<file path="config.mk">
export PLATFORM = sky130hd
export DESIGN_NAME = integer_to_ascii_radix
export DESIGN_NICKNAME = d
export VERILOG_FILES = /design/src/sv/itoa_pkg.sv /design/src/sv/itoa_ram.sv /design/src/sv/itoa_div.sv /design/src/sv/integer_to_ascii_radix.sv
export VERILOG_INCLUDE_DIRS = /design/src /design/src/sv
export SDC_FILE = /design/constraint.sdc
export NUM_CORES = 1
export LEC_CHECK = 0
export BUFFER_PORTS_ARGS = -buffer_cell sky130_fd_sc_hd__buf_2
export CAP_MARGIN = 30
export CORE_ASPECT_RATIO = 1.5
export CORE_UTILIZATION = 40
export CTS_BUF_LIST = sky130_fd_sc_hd__clkbuf_4
export DETAILED_ROUTE_END_ITERATION = 8
export PLACE_DENSITY = 0.67
export SYNTH_ARGS = -nofsm -noshare
export SYNTH_HDL_FRONTEND = slang
export SYNTH_SLANG_ARGS = --single-unit
</file>
<file path="constraint.sdc">
create_clock -name aclk -period 10.8 [get_ports aclk]
set_clock_uncertainty 0.2 [all_clocks]
set_input_delay 2.16 -clock aclk [delete_from_list [all_inputs] [get_ports aclk]]
set_output_delay 2.16 -clock aclk [all_outputs]
set_load 0.01 [all_outputs]
</file>
<file path="src/sv/integer_to_ascii_radix_assert.svh">
// Assertion helpers for the integer to ASCII converter.
// Every check samples on the rising edge of aclk and is idle during reset.
`ifndef INTEGER_TO_ASCII_RADIX_ASSERT_SVH
`define INTEGER_TO_ASCII_RADIX_ASSERT_SVH

// A condition that must hold at every clock edge.
`define ITOA_ASSERT_ALWAYS(label, cond, msg) \
    label: assert property (@(posedge aclk) disable iff (!aresetn) (cond)) \
        else $error(msg);

// A condition that must hold whenever a trigger is seen at the same edge.
`define ITOA_ASSERT_IMPLY(label, trig, cond, msg) \
    label: assert property (@(posedge aclk) disable iff (!aresetn) (trig) |-> (cond)) \
        else $error(msg);

`endif

</file>
<file path="src/sv/itoa_pkg.sv">
// ---------------------------------------------------------------------------
// itoa_pkg
// Shared constants, sequencer states and the digit-to-character mapping of
// the integer to ASCII converter.
// ---------------------------------------------------------------------------
package itoa_pkg;

    localparam int VALUE_BITS_DEF = 32;
    localparam int IN_W           = 32;
    localparam int RADIX_W        = 6;
    localparam int CHAR_W         = 8;

    localparam logic [RADIX_W-1:0] RADIX_MIN = 6'd2;
    localparam logic [RADIX_W-1:0] RADIX_MAX = 6'd36;
    localparam logic [RADIX_W-1:0] RADIX_DEC = 6'd10;

    localparam logic [CHAR_W-1:0] CHAR_ZERO  = 8'h30;
    localparam logic [CHAR_W-1:0] CHAR_A     = 8'h61;
    localparam logic [CHAR_W-1:0] CHAR_MINUS = 8'h2d;
    localparam logic [CHAR_W-1:0] CHAR_NONE  = 8'h00;

    typedef enum logic [2:0] {
        ST_IDLE,
        ST_DIV,
        ST_SIGN,
        ST_READ,
        ST_LOAD,
        ST_SEND
    } itoa_state_t;

    // Digit values below ten map to '0'..'9', the rest to 'a'..'z'.
    function automatic logic [CHAR_W-1:0] itoa_digit_char(input logic [RADIX_W-1:0] dig);
        logic [CHAR_W-1:0] dig_w;
        dig_w = {{(CHAR_W-RADIX_W){1'b0}}, dig};
        if (dig < RADIX_DEC) begin
            return CHAR_ZERO + dig_w;
        end else begin
            return CHAR_A + dig_w - {{(CHAR_W-RADIX_W){1'b0}}, RADIX_DEC};
        end
    endfunction

endpackage

</file>
<file path="src/sv/itoa_ram.sv">
// ---------------------------------------------------------------------------
// itoa_ram
// Generic single write port, single read port RAM with registered read data.
// ---------------------------------------------------------------------------
module itoa_ram #(
    parameter int WIDTH = 8,
    parameter int DEPTH = 33
) (
    input  logic                     aclk,
    input  logic                     wr_en,
    input  logic [$clog2(DEPTH)-1:0] wr_addr,
    input  logic [WIDTH-1:0]         wr_data,
    input  logic [$clog2(DEPTH)-1:0] rd_addr,
    output logic [WIDTH-1:0]         rd_data
);

    logic [WIDTH-1:0] mem_reg [DEPTH];
    logic [WIDTH-1:0] rd_data_reg;

    always_ff @(posedge aclk) begin
        if (wr_en) begin
            mem_reg[wr_addr] <= wr_data;
        end
        rd_data_reg <= mem_reg[rd_addr];
    end

    assign rd_data = rd_data_reg;

endmodule

</file>
<file path="src/sv/itoa_div.sv">
// ---------------------------------------------------------------------------
// itoa_div
// Restoring divider that produces one quotient bit per cycle. It divides an
// unsigned value by a small radix and returns quotient and remainder.
// ---------------------------------------------------------------------------
module itoa_div #(
    parameter int VALUE_BITS = itoa_pkg::VALUE_BITS_DEF
) (
    input  logic                         aclk,
    input  logic                         aresetn,
    input  logic                         start,
    input  logic [VALUE_BITS-1:0]        dividend,
    input  logic [itoa_pkg::RADIX_W-1:0] divisor,
    output logic                         done,
    output logic [VALUE_BITS-1:0]        quotient,
    output logic [itoa_pkg::RADIX_W-1:0] remainder
);
    import itoa_pkg::*;

    localparam int CNT_W = $clog2(VALUE_BITS + 1);

    logic [CNT_W-1:0]      cnt_reg,  cnt_next;
    logic                  done_reg, done_next;
    logic [VALUE_BITS-1:0] quo_reg,  quo_next;
    logic [RADIX_W-1:0]    rem_reg,  rem_next;
    logic [RADIX_W-1:0]    div_reg,  div_next;
    logic [RADIX_W:0]      trial;
    logic [RADIX_W:0]      diff;

    // One step: bring in the next dividend bit and subtract if it fits.
    always_comb begin
        trial     = {rem_reg, quo_reg[VALUE_BITS-1]};
        diff      = trial - {1'b0, div_reg};
        cnt_next  = cnt_reg;
        done_next = 1'b0;
        quo_next  = quo_reg;
        rem_next  = rem_reg;
        div_next  = div_reg;
        if (start) begin
            cnt_next = CNT_W'(VALUE_BITS);
            quo_next = dividend;
            rem_next = '0;
            div_next = divisor;
        end else if (cnt_reg != '0) begin
            cnt_next  = cnt_reg - 1'b1;
            done_next = (cnt_reg == CNT_W'(1));
            if (trial >= {1'b0, div_reg}) begin
                rem_next = diff[RADIX_W-1:0];
                quo_next = {quo_reg[VALUE_BITS-2:0], 1'b1};
            end else begin
                rem_next = trial[RADIX_W-1:0];
                quo_next = {quo_reg[VALUE_BITS-2:0], 1'b0};
            end
        end
    end

    always_ff @(posedge aclk) begin
        if (!aresetn) begin
            cnt_reg  <= '0;
            done_reg <= 1'b0;
        end else begin
            cnt_reg  <= cnt_next;
            done_reg <= done_next;
        end
        quo_reg <= quo_next;
        rem_reg <= rem_next;
        div_reg <= div_next;
    end

    assign done      = done_reg;
    assign quotient  = quo_reg;
    assign remainder = rem_reg;

endmodule

</file>
<file path="src/sv/integer_to_ascii_radix.sv">
// Sequence: a nonzero value is divided by the radix once per digit, each
//   round done by the bit-serial divider, then a minus sign is stored when
//   there is one, then each character is read, loaded and sent.
// Zero and a bad radix give their single word on the cycle after acceptance.
// Throughput: one number at a time; the input is not ready until the last word
//   of the previous number has been taken.
// Reset: synchronous, active low; clears the sequencer and counters only.
// ---------------------------------------------------------------------------
// integer_to_ascii_radix
// Converts an integer, signed in radix 10 and unsigned in any other, into
// ASCII digits in a radix from 2 to 36, sent most significant first, one word per character.
// ---------------------------------------------------------------------------
`include "integer_to_ascii_radix_assert.svh"

module integer_to_ascii_radix #(
    parameter int VALUE_BITS = itoa_pkg::VALUE_BITS_DEF
) (
    input  logic                                aclk,
    input  logic                                aresetn,
    input  logic                                s_valid,
    output logic                                s_ready,
    input  logic signed [itoa_pkg::IN_W-1:0]    s_value,
    input  logic        [itoa_pkg::RADIX_W-1:0] s_radix,
    output logic                                m_valid,
    input  logic                                m_ready,
    output logic        [itoa_pkg::CHAR_W-1:0]  m_char_code,
    output logic                                m_last,
    output logic                                m_bad_radix
);
    import itoa_pkg::*;

    // The digit buffer holds all digits plus a possible minus sign.
    localparam int DEPTH  = VALUE_BITS + 1;
    localparam int ADDR_W = $clog2(DEPTH);
    localparam int CNT_W  = $clog2(DEPTH + 1);

    itoa_state_t state_reg, state_next;

    logic [CNT_W-1:0]   cnt_reg,  cnt_next;
    logic               neg_reg,  neg_next;
    logic [CHAR_W-1:0]  char_reg, char_next;
    logic               last_reg, last_next;
    logic               bad_reg,  bad_next;
    logic [RADIX_W-1:0] radix_reg, radix_next;

    // Input decode. The value is sign extended or truncated to VALUE_BITS.
    logic [VALUE_BITS-1:0] v_in;
    logic [VALUE_BITS-1:0] v_mag;
    logic                  in_bad;
    logic                  in_zero;
    logic                  in_neg;
    logic                  accept;

    // Divider and digit buffer connections.
    logic                  div_start;
    logic [VALUE_BITS-1:0] div_dividend;
    logic                  div_done;
    logic [VALUE_BITS-1:0] div_quotient;
    logic [RADIX_W-1:0]    div_rem;
    logic                  quo_zero;
    logic                  ram_we;
    logic [CHAR_W-1:0]     ram_wdata;
    logic [CHAR_W-1:0]     ram_rdata;
    logic [CNT_W-1:0]      cnt_dec;

    always_comb begin
        v_in    = VALUE_BITS'(s_value);
        in_bad  = (s_radix < RADIX_MIN) || (s_radix > RADIX_MAX);
        in_zero = (v_in == '0);
        in_neg  = (s_radix == RADIX_DEC) && v_in[VALUE_BITS-1];
        // Two's complement negate; the most negative value maps onto itself,
        // which read unsigned is exactly its magnitude.
        v_mag   = in_neg ? (~v_in + 1'b1) : v_in;
        accept  = s_valid && s_ready;
    end

    assign quo_zero = (div_quotient == '0);
    assign cnt_dec  = cnt_reg - 1'b1;

    // Next state of the sequencer.
    always_comb begin
        state_next = state_reg;
        case (state_reg)
            ST_IDLE: begin
                if (s_valid) begin
                    state_next = (in_bad || in_zero) ? ST_SEND : ST_DIV;
                end
            end
            ST_DIV: begin
                if (div_done) begin
                    if (!quo_zero) begin
                        state_next = ST_DIV;
                    end else if (neg_reg) begin
                        state_next = ST_SIGN;
                    end else begin
                        state_next = ST_READ;
                    end
                end
            end
            ST_SIGN: state_next = ST_READ;
            ST_READ: state_next = ST_LOAD;
            ST_LOAD: state_next = ST_SEND;
            ST_SEND: begin
                if (m_ready) begin
                    state_next = last_reg ? ST_IDLE : ST_READ;
                end
            end
            default: state_next = ST_IDLE;
        endcase
    end

    // Handshake and datapath strobes decoded from the state.
    always_comb begin
        s_ready      = 1'b0;
        m_valid      = 1'b0;
        div_start    = 1'b0;
        div_dividend = v_mag;
        ram_we       = 1'b0;
        ram_wdata    = itoa_digit_char(div_rem);
        case (state_reg)
            ST_IDLE: begin
                s_ready   = 1'b1;
                div_start = s_valid && !in_bad && !in_zero;
            end
            ST_DIV: begin
                // Each finished digit is stored; the quotient feeds the next round.
                ram_we       = div_done;
                div_start    = div_done && !quo_zero;
                div_dividend = div_quotient;
            end
            ST_SIGN: begin
                ram_we    = 1'b1;
                ram_wdata = CHAR_MINUS;
            end
            ST_SEND: m_valid = 1'b1;
            default: ;
        endcase
    end

    // Register updates. Digits are stored least significant first and read
    // back from the top of the buffer down, which reverses their order.
    always_comb begin
        cnt_next   = cnt_reg;
        neg_next   = neg_reg;
        char_next  = char_reg;
        last_next  = last_reg;
        bad_next   = bad_reg;
        radix_next = radix_reg;
        if (accept) begin
            cnt_next   = '0;
            neg_next   = in_neg;
            char_next  = in_bad ? CHAR_NONE : CHAR_ZERO;
            last_next  = 1'b1;
            bad_next   = in_bad;
            radix_next = s_radix;
        end
        if (ram_we) begin
            cnt_next = cnt_reg + 1'b1;
        end
        if (state_reg == ST_LOAD) begin
            char_next = ram_rdata;
            last_next = (cnt_reg == CNT_W'(1));
            bad_next  = 1'b0;
            cnt_next  = cnt_dec;
        end
    end

    always_ff @(posedge aclk) begin
        if (!aresetn) begin
            state_reg <= ST_IDLE;
            cnt_reg   <= '0;
        end else begin
            state_reg <= state_next;
            cnt_reg   <= cnt_next;
        end
        neg_reg   <= neg_next;
        char_reg  <= char_next;
        last_reg  <= last_next;
        bad_reg   <= bad_next;
        radix_reg <= radix_next;
    end

    itoa_div #(
        .VALUE_BITS (VALUE_BITS)
    ) u_div (
        .aclk      (aclk),
        .aresetn   (aresetn),
        .start     (div_start),
        .dividend  (div_dividend),
        .divisor   (accept ? s_radix : radix_reg),
        .done      (div_done),
        .quotient  (div_quotient),
        .remainder (div_rem)
    );

    itoa_ram #(
        .WIDTH (CHAR_W),
        .DEPTH (DEPTH)
    ) u_buf (
        .aclk    (aclk),
        .wr_en   (ram_we),
        .wr_addr (cnt_reg[ADDR_W-1:0]),
        .wr_data (ram_wdata),
        .rd_addr (cnt_dec[ADDR_W-1:0]),
        .rd_data (ram_rdata)
    );

    assign m_char_code = char_reg;
    assign m_last      = last_reg;
    assign m_bad_radix = bad_reg;

    // The converter works on one number at a time.
    `ITOA_ASSERT_ALWAYS(a_one_side, !(s_ready && m_valid), "input ready while a word is pending")
    // An error word is the only word of its number and carries no character.
    `ITOA_ASSERT_IMPLY(a_bad_word, m_valid && m_bad_radix, m_last && (m_char_code == CHAR_NONE), "malformed error word")
    // The digit buffer never overflows.
    `ITOA_ASSERT_ALWAYS(a_buf_fill, cnt_reg <= CNT_W'(DEPTH), "digit buffer overflow")
    // The divider only finishes while the sequencer waits for it.
    `ITOA_ASSERT_IMPLY(a_div_owner, div_done, state_reg == ST_DIV, "divider finished outside the division phase")

endmodule
</file>
==> key figures <==
Synth
  • Avg Cell Area, Syn: 16.0 µm²
  • Yosys reg bits: 349
  • Biggest area consumer among synthesized cells: edfxtp_1
  • Synth top area cells: edfxtp_1, mux4_2, dfxtp_1, mux2_4, xnor2_1
  • Post-synth top area share: 60.7%
  • Synthesized instance count: between 900 and 1,000
  • Syn Nets: 1,026
  • Distinct cells, synth: 76
  • Count leader, synth: edfxtp_1
  • Synth Flop Type: edfxtp_1
  • EDFF count, synth: approximately 310
  • Top post-synthesis cells by count: edfxtp_1, mux4_2, nor2_1
  • Synth Warn #: 0
  • Asr flop ratio synth: 0%
  • Synth Cell Area: about 15,000 µm²
  • Sequential cell area fraction in the yosys report: 65.5%

Placed design
  • GP Congestion: 0.897
  • Placed Cells: 1,476
  • Detailed Place HPWL: 21.1 mm
  • PortBufs: 53

Min path
  • Hold Path Sink: radix_reg[5]$_DFF_P_
  • Hold Path Depth: 2
  • HP Start: radix_reg[5]$_DFF_P_
  • HP Class: register to register

Pwr
  • VDD IR-drop max: 145 µV
  • Clk pwr share: 22.6%
  • PD cells: approximately 260 nW/µm²
  • Sequential share of power: a little under half
  • Gate power share: 30.7%
  • Power, Total: 0.00447 W
  • Sw frac: 32.1%
  • Psw: roughly 0.0014 W
  • P_int: approximately 0.0030 W
  • Static Leak: 5.85 nW

Timing
  • Slew Limit Fails: 0
  • Setup TNS: 0 ns
  • Slew HR: 32.5%
  • RSZ-0062 raised after global routing: no
  • Slew at the pin with the worst max-slew slack: 1.00 ns
  • Fmax: roughly 0.22 GHz
  • Hold WS: between 0.2 and 0.3 ns
  • Final setup violating endpoints: 0
  • Final Cycle Share: 41.2%
  • Period minus WS final: about 4.5 ns
  • Endpoints failing hold: 0

Clock tree
  • CTS Buffer Depth: 3
  • CTS root buffer: clkbuf_4
  • TritonCTS clock tree: done
  • Hold-fix buffers, CTS: 0
  • Total CTS buffers: 79
  • Post-CTS setup buffers: 0
  • Clk sink count: between 300 and 400
  • Clk_lat worst skew: about 0.74 ns
  • Clock slew at reported path FFs: ~0.070 ns
  • Post-CTS sizing: 0
  • H-tree depth: 3

Detailed routing
  • Drt via density: 5.43
  • Drt total wl: 31.6 mm
  • DRC: 0
  • Detailed Routing Iterations Pass 1: 4
  • Via count: 8,788
  • DR WL/cell: 19.5 µm
  • 1st-iter DRT viols: 553
  • Post-route ant nets: 0

GRT
  • Number of global-route vias before repair: about 9,100
  • First-pass GRT wire length: 50.7 mm
  • Congestion Overflow GR: 0
  • Largest net degree at the start of global routing: 52
  • Initial antenna violation count: 1
  • GRT Util Overall: 16.9%

Floorplan
  • Initial core utilization: 40.9%
  • Std-Cell Core Area: 37,800 µm²
  • Die height: between 200 and 250 µm
  • Die Area: 39,400 µm²
  • Die width: 162 µm
  • I/O Pins: 54
  • Rows: 87

Run
  • Max Cap Violations: 0

Worst setup path
  • Reg2reg path depth: 7
  • Crit-path max FO: 36
  • CP arrival: 4.83 ns
  • CP Class: register to register
  • R2R Setup Slk: 6.35 ns
  • Endpoint class of the critical path: register
  • CP Data Required Time: roughly 11 ns
  • CP startpoint kind: register
  • CP Launch Point: cnt_reg[0]$_SDFFE_PN0P_
  • Reg2reg start: cnt_reg[0]$_SDFFE_PN0P_
  • RR Endpoint: u_buf.rd_data[2]$_DFF_P_

Finish
  • Core Util, Final: 45.8%
  • P&R area growth vs syn: 12.1%
  • # nets final: 1,128
  • Share of layout cells above drive strength 1: between 20% and 30%
  • Max FFs per register: approximately 260
  • Finished Layout Cells: 1,618

Run status
  • Outcome: completed
==> critical path, stage by stage, from the launching register on <==
cell and delay [ns]:
dfxtp_4 0.75, inv_1 0.43, ha_2 0.99, buf_4 0.60, mux4_2 0.40, mux2_2 0.28
o2bb2ai_1 0.46, a211oi_1 0.11
==> metal layers <==
layer / share of wire [%] / up-vias / routed length [µm] / GRT usage (%)
met2: 53 / 274 / 16800 / 29.6
met1: 39 / 4362 / 12300 / 19.5
li1: - / 4100 / - / -
met3: 4.9 / 52 / 1550 / 3.01
met5: 0 / - / 0 / 0
met4: 3.1 / 0 / 983 / 8.46
==> area by class of cell <==
class / instances / area [µm²]
tap: 489 / 612
timing repair buffer: 66 / 418
clock buffer: 123 / 923
inverter: 26 / 97.6
multi-input combinational: 546 / 5070
clock inverter: 18 / 72.6
sequential: 349 / 10100
fill: 3298 / 20500
antenna: 1 / 2.50
==> worst max path at each step <==
stage | end | slack, ns | cells after the start
floorplan | u_div.quotient[0]$_DFFE_PP_ | 6.21 | 7
global placement | u_div.quotient[10]$_DFFE_PP_ | 5.88 | 9
detailed placement | u_div.quotient[15]$_DFFE_PP_ | 5.77 | 9
CTS | u_buf.rd_data[0]$_DFF_P_ | 6.27 | 7
global route | u_buf.rd_data[2]$_DFF_P_ | 6.00 | 7
finish | u_buf.rd_data[2]$_DFF_P_ | 6.35 | 7
==> power groups by stage <==
stage,combinational (W),sequential (W),clock (W)
floorplan,0.000900,0.00208,0
global placement,0.00126,0.00213,0
detailed placement,0.00139,0.00212,0
CTS,0.00139,0.00209,0.00104
global route,0.00150,0.00211,0.00110
finish,0.00137,0.00209,0.00101
==> cells by family after synthesis <==
logic type,after synthesis,share of synthesized area (%)
mux,132,14.7
flops,349,65.5
fa+ha+maj,18,1.51
xor+xnor,44,2.62
compound gates,121,5.85
buf+inv,71,2.02
simple gates,231,7.83
==> cells in the final DEF (no fill, tap or decap), drive strengths merged, types with 19 or more instances in the layout <==
| cell | n |
|---|---|
| nor2 | 58 |
| mux2 | 48 |
| nor3 | 19 |
| nand2 | 56 |
| buf | 66 |
| dfxtp | 37 |
| inv | 25 |
| edfxtp | 312 |
| mux2i | 20 |
| clkbuf | 123 |
| xnor2 | 36 |
| mux4 | 64 |
==> per-stage QoR <==
step           setup WS [ns]  instance area [µm²]
5_1_grt                 6.00                17300
3_3_place_gp            5.88                16200
3_5_place_dp            5.77                16300
6_report                6.35                17300
2_1_floorplan           6.21                15400
4_1_cts                 6.27                17300
Note: power is estimated with default switching activity, not from simulation.
